===== src/rtl/bmmd_pkg.sv =====
// Shared types and constants for the banked memory map decoder.
// No dependencies; every other file in rtl/ imports this package.
package bmmd_pkg;

  // Fixed sizes of the internal RAMs in bytes, plus the byte width and the ROM address width.
  localparam int unsigned VRAM_BYTES      = 8192;
  localparam int unsigned WRAM_BANK_BYTES = 4096;
  localparam int unsigned HRAM_BYTES      = 127;
  localparam int unsigned BYTE_W          = 8;
  localparam int unsigned ROM_ADDR_W      = 19;

  // Where an access ends up.
  typedef enum logic [2:0] {
    TGT_BOOT    = 3'd0,
    TGT_CART    = 3'd1,
    TGT_RAM     = 3'd2,
    TGT_IO      = 3'd3,
    TGT_OAM     = 3'd4,
    TGT_REFUSED = 3'd5,
    TGT_FAULT   = 3'd6
  } target_e;

  // Which internal RAM an access touches.
  typedef enum logic [1:0] {
    RAM_NONE = 2'd0,
    RAM_VRAM = 2'd1,
    RAM_WRAM = 2'd2,
    RAM_HRAM = 2'd3
  } ram_sel_e;

  // Decoded view of one bus access.
  typedef struct packed {
    target_e                 target;
    logic [ROM_ADDR_W-1:0]   rom_address;
    logic [7:0]              reg_index;
    logic                    accepted;
    ram_sel_e                ram_sel;
    logic                    set_bank;
    logic                    clear_boot;
  } dec_t;

endpackage


===== src/rtl/bmmd_decode.sv =====
// Combinational address decoder for the memory map.
// Depends on bmmd_pkg for the target codes and the decode struct.
module bmmd_decode import bmmd_pkg::*; (
  input  logic        is_write_i,
  input  logic [15:0] address_i,
  input  logic [4:0]  rom_bank_i,
  input  logic        boot_overlay_i,
  output dec_t        dec_o
);

  localparam int unsigned VRAM_BASE = 32'h8000;
  localparam int unsigned WRAM_BASE = 32'hC000;
  localparam int unsigned WRAM_END  = 32'hE000;
  localparam int unsigned OAM_BASE  = 32'hFE00;
  localparam int unsigned OAM_END   = 32'hFEA0;
  localparam int unsigned IO_BASE   = 32'hFF00;
  localparam int unsigned HRAM_BASE = 32'hFF80;
  localparam int unsigned BOOT_END  = 32'h0100;
  localparam int unsigned BANK_BASE = 32'h2000;
  localparam int unsigned BANK0_END = 32'h4000;
  localparam int unsigned ROM_END   = 32'h8000;
  localparam logic [15:0] BOOT_OFF  = 16'hFF50;

  // I/O registers that may be read.
  function automatic logic io_readable(input logic [15:0] a);
    logic r;
    unique case (a) inside
      16'hFF00, 16'hFF24, 16'hFF40, 16'hFF42, 16'hFF44, 16'hFFFF: r = 1'b1;
      default: r = 1'b0;
    endcase
    return r;
  endfunction

  // I/O registers that may be written.
  function automatic logic io_writable(input logic [15:0] a);
    logic r;
    unique case (a) inside
      16'hFF00, 16'hFF06, 16'hFF07, 16'hFF0F,
      16'hFF10, 16'hFF11, 16'hFF12, 16'hFF13, 16'hFF14,
      16'hFF17, 16'hFF19, 16'hFF1A, 16'hFF21,
      16'hFF23, 16'hFF24, 16'hFF25, 16'hFF26,
      16'hFF40, 16'hFF41, 16'hFF42, 16'hFF43,
      16'hFF46, 16'hFF47, 16'hFF48, 16'hFF49,
      16'hFF4A, 16'hFF4B, 16'hFF50, 16'hFFFF: r = 1'b1;
      default: r = 1'b0;
    endcase
    return r;
  endfunction

  logic [4:0] bank_eff;

  // Bank zero in the switched window maps to bank one.
  assign bank_eff = (rom_bank_i == 5'd0) ? 5'd1 : rom_bank_i;

  always_comb begin
    dec_o             = '0;
    dec_o.target      = TGT_FAULT;
    dec_o.ram_sel     = RAM_NONE;

    if (address_i >= VRAM_BASE && address_i < VRAM_BASE + VRAM_BYTES) begin
      dec_o.target   = TGT_RAM;
      dec_o.accepted = 1'b1;
      dec_o.ram_sel  = RAM_VRAM;
    end else if (address_i >= WRAM_BASE && address_i < WRAM_END) begin
      dec_o.target   = TGT_RAM;
      dec_o.accepted = 1'b1;
      dec_o.ram_sel  = RAM_WRAM;
    end else if (address_i >= HRAM_BASE && address_i < HRAM_BASE + HRAM_BYTES) begin
      dec_o.target   = TGT_RAM;
      dec_o.accepted = 1'b1;
      dec_o.ram_sel  = RAM_HRAM;
    end else if (!is_write_i) begin
      // Reads: ROM windows and readable I/O.
      if (address_i < BOOT_END) begin
        dec_o.target      = boot_overlay_i ? TGT_BOOT : TGT_CART;
        dec_o.rom_address = {3'b000, address_i};
        dec_o.accepted    = 1'b1;
      end else if (address_i < BANK0_END) begin
        dec_o.target      = TGT_CART;
        dec_o.rom_address = {3'b000, address_i};
        dec_o.accepted    = 1'b1;
      end else if (address_i < ROM_END) begin
        dec_o.target      = TGT_CART;
        dec_o.rom_address = {bank_eff, address_i[13:0]};
        dec_o.accepted    = 1'b1;
      end else if (io_readable(address_i)) begin
        dec_o.target    = TGT_IO;
        dec_o.reg_index = address_i[7:0];
        dec_o.accepted  = 1'b1;
      end
    end else begin
      // Writes: bank select, OAM, refused holes and writable I/O.
      if (address_i >= BANK_BASE && address_i < BANK0_END) begin
        dec_o.target   = TGT_CART;
        dec_o.accepted = 1'b1;
        dec_o.set_bank = 1'b1;
      end else if (address_i >= OAM_BASE && address_i < OAM_END) begin
        dec_o.target    = TGT_OAM;
        dec_o.reg_index = address_i[7:0];
        dec_o.accepted  = 1'b1;
      end else if ((address_i >= OAM_END && address_i < IO_BASE) ||
                   address_i == 16'hFF01 || address_i == 16'hFF02 ||
                   address_i == 16'hFF7F) begin
        dec_o.target = TGT_REFUSED;
      end else if (io_writable(address_i)) begin
        dec_o.target     = TGT_IO;
        dec_o.reg_index  = address_i[7:0];
        dec_o.accepted   = 1'b1;
        dec_o.clear_boot = (address_i == BOOT_OFF);
      end
    end
  end

endmodule

===== config.mk =====
export PLATFORM = sky130hd
export DESIGN_NAME = bmmd_decode
export DESIGN_NICKNAME = d
export VERILOG_FILES = /design/src/rtl/bmmd_pkg.sv /design/src/rtl/bmmd_decode.sv
export SDC_FILE = /design/constraint.sdc
export NUM_CORES = 1
export LEC_CHECK = 0
export ABC_AREA = 1
export BUFFER_PORTS_ARGS = -buffer_cell sky130_fd_sc_hd__buf_2
export CAP_MARGIN = 0
export CORE_ASPECT_RATIO = 0.6
export CORE_MARGIN = 8
export CORE_UTILIZATION = 39
export DETAILED_ROUTE_END_ITERATION = 6
export PLACE_DENSITY = 0.85
export SLEW_MARGIN = 40
export SYNTH_ARGS = -nofsm -noshare
export SYNTH_HDL_FRONTEND = slang
export SYNTH_SLANG_ARGS = --single-unit
export TNS_END_PERCENT = 1

===== constraint.sdc =====
create_clock -name vclk -period 2.1
set_input_delay 0.105 -clock vclk [all_inputs]
set_output_delay 0.105 -clock vclk [all_outputs]
set_load 0.01 [all_outputs]

==> metrics.csv, run 1 <==
stage,metric,value,unit
run_status,status,finished clean,
routing,drc_errors,0,
critical_path,cp-start-kind,input pin,
floorplan,chipHeight,53.79,um
routing,via_count,1436,
cells_and_area,nFlopsAndLatches,0,
cells_and_area,area_growth,36.12,%
hold_path,hold_path_class,input pin to primary output,
routing,dr.pass1.iters,4,
power_and_ir_drop,leakage,0.8193,nW
global_routing,grt_overflow,0,
placement,io_buffers,58,
clock_tree,post_cts.repair.setup_buffers,0,
global_routing,grt_first_pass_wirelength,5.540,mm
global_routing,grt_max_degree,15,
floorplan,start_util,41.97,%
synth,ys_seq_area_share,0,%
cells_and_area,instances_no_fill,297,
synth,postSynthAreaPerCell,4.442,sq um
critical_path,cp_max_fo,8,
cells_and_area,fin_area,1264,sq um
cells_and_area,nClkBuffers,0,
critical_path,path_class,input pin to primary output,
routing,wl,3.494,mm
synth,yosysMostFrequentCell,nand2_1,
critical_path,arrival,1.51,ns
synth,netlist_area,928.4,sq um
global_routing,grt_pass1_vias,1236,
floorplan,fp.dieW,78.99,um
floorplan,die-area,4249,sq um
cells_and_area,multi_input_area,793.3,sq um
synth,synth_top_area_cell,nand2_1,
cells_and_area,antenna-diode-count,0,
timing,fin_crit_sh,76.98,%
cells_and_area,seqCellArea,0,sq um
synth,syn_nets,232,
placement,dp_hpwl,2.979,mm
global_routing,grt_usage,15.25,%
timing,slew_violations,0,
timing,max_slew_margin,71.06,%
global_routing,antenna_found_initial,0,
cells_and_area,fillCellCount,261,
synth,yosys_warnings,0,
timing,max_freq,0.6186,GHz
clock_tree,cts_resized,0,
cells_and_area,drive_gt1_share,29.59,%
placement,gp_congestion,1.036,
synth,synth_area_leaders,"nand2_1 28%, nor2_1 22%, inv_1 13%, nand3_1 7.0%, a21oi_1 3.8%",
routing,drt_iter0_drc,139,
floorplan,io_pins,58,
critical_path,cp.required,2.00,ns
synth,synth_common_cells,"70 x nand2_1, 55 x nor2_1, 33 x inv_1, 13 x nand3_1, 7 x a21oi_1",
cells_and_area,layout.nets,292,
timing,setup_viol,0,
timing,hold_viol_final,0,
floorplan,core-area,2212,sq um
synth,synth_top_area_share,28.30,%
synth,synth_cell_types,23,
placement,post-place-cells,297,
placement,place_area,1264,sq um
timing,rsz0062_at_grt,false,
timing,setup_tns,0,ns
power_and_ir_drop,power_density,159.6,nW/um^2
clock_tree,cts_hold_buf,0,
timing,min_period,1.617,ns
critical_path,end_kind,primary output,
routing,avgViaCountPerCell,4.835,
routing,ant_nets,0,
timing,tightestPinTransition,0.4337,ns
synth,netlist_instances,209,
floorplan,num_rows,13,
power_and_ir_drop,peakVddDrop,75.89,uV
job,maxCapViolCount,0,
routing,wire_per_inst,11.76,um
## worst paths after layout
path,start,depth (start not counted),to,slack (ns)
hold / removal,rom_bank_i[0],4,dec_o[27],0.52
setup / recovery,address_i[6],13,dec_o[6],0.48
## cells by family (layout without fill, tap and decap cells)
group	count (synthesis)	in the layout	share of synthesized area (%)
AND/OR/NAND/NOR	158	158	75.34
buffers and inverters	36	94	14.55
AO/OA/AOI/OAI	15	15	10.11
## critical path, cell delays in order
cell and delay (ns):
buf_2 0.14, inv_1 0.16, nand2_1 0.07, nor2_1 0.16, nand3_1 0.12, nand2_1 0.09
nor2_1 0.06, nand3_2 0.09, nand2_2 0.07, nand2_4 0.12, nand2_1 0.07, a21oi_2 0.12
buf_2 0.14
## metal layers
| metal | track usage, % | part of all wire [%] | up-vias |
|---|---|---|---|
| met5 | 0 | 0 | - |
| met4 | 0 | 0 | 0 |
| met3 | 4.485 | 13 | 0 |
| met2 | 22.66 | 40 | 78 |
| met1 | 22.17 | 47 | 602 |
| li1 | - | - | 756 |
## where the power goes
group / total, mW / internal [mW] / switching (mW) / leakage (nW)
combinational: 0.202 / 0.0708 / 0.131 / 0.819
sequential: 0 / 0 / 0 / 0
clock: 0 / 0 / 0 / 0
## cells in the final DEF, fill, tap and decap left out
cell type,instances
inv_1,33
nand4_2,1
nor4_1,1
nand2_2,5
nor2_1,55
o21ai_0,3
nand2_4,1
nor3_1,3
buf_4,2
a21oi_2,4
nand3_1,13
nor3_2,1
nand3b_1,1
a41oi_1,1
nor3b_1,1
inv_2,1
nor2_4,1
nor2_2,1
nand2_1,70
a21oi_1,7
buf_2,58
nand3_2,3
nor3_4,1
## final cells by class
type                       count  area share [%]
multi-input combinational    173           62.77
timing repair buffer          60           24.16
inverter                      34           10.10
tap                           30           2.970
## metrics by stage
| stage | utilization (%) | total power, mW | hold slack [ns] | worst slack [ns] |
|---|---|---|---|---|
| finish | 57.13 | 0.2017 | 0.5243 | 0.4835 |
| global route | 57.13 | 0.2254 | 0.5521 | 0.2950 |
| CTS | 57.13 | 0.2001 | 0.5234 | 0.5182 |
| detailed placement | 57.13 | 0.1991 | 0.5197 | 0.5238 |
| global placement | 57.13 | 0.1988 | 0.5144 | 0.5223 |
| floorplan | - | 0.1124 | 0.2875 | 0.8611 |
No activity file was read; power rests on OpenSTA's default activity.
==> run 2: changes to the inputs <==
Settings changed: ABC_AREA 1 to 0, CORE_ASPECT_RATIO 0.6 to default, CORE_UTILIZATION 39 to 37, PLACE_DENSITY 0.85 to 0.92.
Clock period 2.1 ns to 1.4 ns, I/O delays scaled along.
==> run 2 against run 1 <==
The flow now finishes with violations (setup timing); synthesized area is 25% lower; first-iteration DRC count down 33%; total power increased by 78%; cell area rose by 17%; wire length up 25%; count of clock-buffer cells in the layout is the same; non-clock buffer count increased by 41; sequential share of layout area unchanged; critical path depth down 4; worst hold slack worse by 0.047 ns; flip-flop and latch count did not move; via count down 6.3%; largest cell class unchanged.
==> metrics.csv, run 2 <==
stage,metric,value,unit
power_and_ir_drop,leakage,0.7651,nW
synth,synth_top_area_cell,and2_1,
power_and_ir_drop,switchingPower,0.1894,mW
cells_and_area,instances_no_fill,232,
power_and_ir_drop,peakVddDrop,179.0,uV
synth,yosys_warnings,0,
cells_and_area,fin_area,1476,sq um
routing,avgViaCountPerCell,5.802,
global_routing,grt_overflow,0,
critical_path,cp-start-kind,input pin,
placement,place_area,1328,sq um
floorplan,core-area,1745,sq um
power_and_ir_drop,pwr-share-clk,0,%
timing,fin_ws,-0.5789,ns
floorplan,start_util,39.93,%
cells_and_area,nFlopsAndLatches,0,
routing,drc_errors,0,
hold_path,hold_path_class,input pin to primary output,
cells_and_area,drive_gt1_share,63.29,%
cells_and_area,utilization,84.59,%
cells_and_area,layout.nets,232,
critical_path,cp_max_fo,4,
critical_path,arrival,1.91,ns
placement,gp_congestion,0.9363,
timing,setup_tns,-6.150,ns
synth,ys_seq_area_share,0,%
global_routing,antenna_found_initial,0,
timing,slew_violations,0,
cells_and_area,fillCellCount,101,
timing,setup_viol,13,
synth,synth_common_cells,"10 x and2_1, 7 x a21oi_1, 7 x nor3_1, 6 x inv_1",
critical_path,cp.required,1.33,ns
cells_and_area,nClkBuffers,0,
routing,drt_iter0_drc,93,
floorplan,fp.dieW,59.40,um
power_and_ir_drop,p_sw_share,52.66,%
cells_and_area,area_growth,111.8,%
run_status,status,finished with violations,
power_and_ir_drop,p_comb_share,100.0,%
cells_and_area,seqCellArea,0,sq um
routing,wire_per_inst,18.78,um
critical_path,path_class,input pin to primary output,
timing,hold_viol_final,0,
timing,rsz0062_at_grt,true,
placement,dp_hpwl,3.095,mm
cells_and_area,multi_input_area,799.5,sq um
floorplan,num_rows,15,
synth,yosysMostFrequentCell,and2_1,
floorplan,io_pins,58,
routing,wl,4.356,mm
synth,postSynthAreaPerCell,6.222,sq um
synth,netlist_area,696.9,sq um
global_routing,grt_usage,18.97,%
routing,via_count,1346,
placement,io_buffers,58,
timing,tightestPinTransition,0.6363,ns
timing,max_slew_margin,57.25,%
routing,dr.pass1.iters,5,
global_routing,grt_first_pass_wirelength,5.506,mm
global_routing,grt_max_degree,11,
timing,holdWs,0.4774,ns
synth,synth_area_leaders,"and2_1 9.0%, a21oi_1 5.0%, nor3_1 5.0%, nand2b_1 4.5%, nor4_1 4.5%",
floorplan,die-area,3528,sq um
power_and_ir_drop,power_density,243.6,nW/um^2
power_and_ir_drop,internal_power,0.1702,mW
power_and_ir_drop,p_total,0.3596,mW
timing,min_period,1.979,ns
critical_path,end_kind,primary output,
hold_path,holdPathStages,3,
synth,netlist_instances,112,
timing,max_freq,0.5053,GHz
placement,place_ws,-0.5841,ns
synth,synth_top_area_share,8.977,%
routing,ant_nets,0,
placement,post-place-cells,230,
timing,fin_crit_sh,141.4,%
power_and_ir_drop,p_seq_share,0,%
global_routing,grt_pass1_vias,1280,
run_status,violations,setup timing,
cells_and_area,final_common_cell,buf_2,
synth,synth_cell_types,41,
cells_and_area,antenna-diode-count,0,
floorplan,chipHeight,59.40,um
synth,syn_nets,135,
cells_and_area,layout_common_cells,"57 x buf_2, 42 x buf_4, 10 x and2_1, 6 x inv_1, 6 x nor3_1",
job,maxCapViolCount,0,
## run 2: cells by family after synthesis
logic type             Yosys count  share of synthesized area [%]
AO/OA/AOI/OAI                   36                          36.63
XOR/XNOR                         1                          1.257
buffers and inverters           13                          8.437
multiplexers                     2                          2.873
AND/OR/NAND/NOR                 60                          50.81
## run 2: layer usage
layer	GRT usage (%)	routed length, um
met5	0	0
met4	4.778	246
met3	2.169	307
met2	38.52	2275
met1	19.32	1526
## run 2: final timing paths
path	start	to	slack, ns
worst max-delay path	address_i[7]	dec_o[34]	-0.58
worst min-delay path	rom_bank_i[3]	dec_o[30]	0.48
## run 2: layout make-up
| type | instances | share of cell area, % |
|---|---|---|
| multi-input combinational | 100 | 54.15 |
| inverter | 6 | 1.525 |
| timing repair buffer | 101 | 42.20 |
| tap | 25 | 2.119 |
## run 2: power by group through the flow
stage	logic, mW	clock network [mW]	registers [mW]
floorplan	0.132	0	0
global placement	0.299	0	0
detailed placement	0.316	0	0
CTS	0.326	0	0
global route	0.381	0	0
finish	0.360	0	0
## run 2: timing repair
action | CTS | global route
hold buffers | 0 | 0
buffers inserted | 0 | 1
gates resized for setup | 8 | 17
pin swaps | 4 | 4
endpoints found under the hold margin | 0 | 0
gates cloned | 0 | 1
setup endpoints to repair | 13 | 15
## run 2: critical path: stages
cell and delay, ns:
buf_2 0.12, or3_4 0.38, buf_6 0.14, nor4_1 0.36, o21ai_1 0.18, o311ai_4 0.14
nor2_2 0.11, o31a_1 0.24, buf_2 0.15
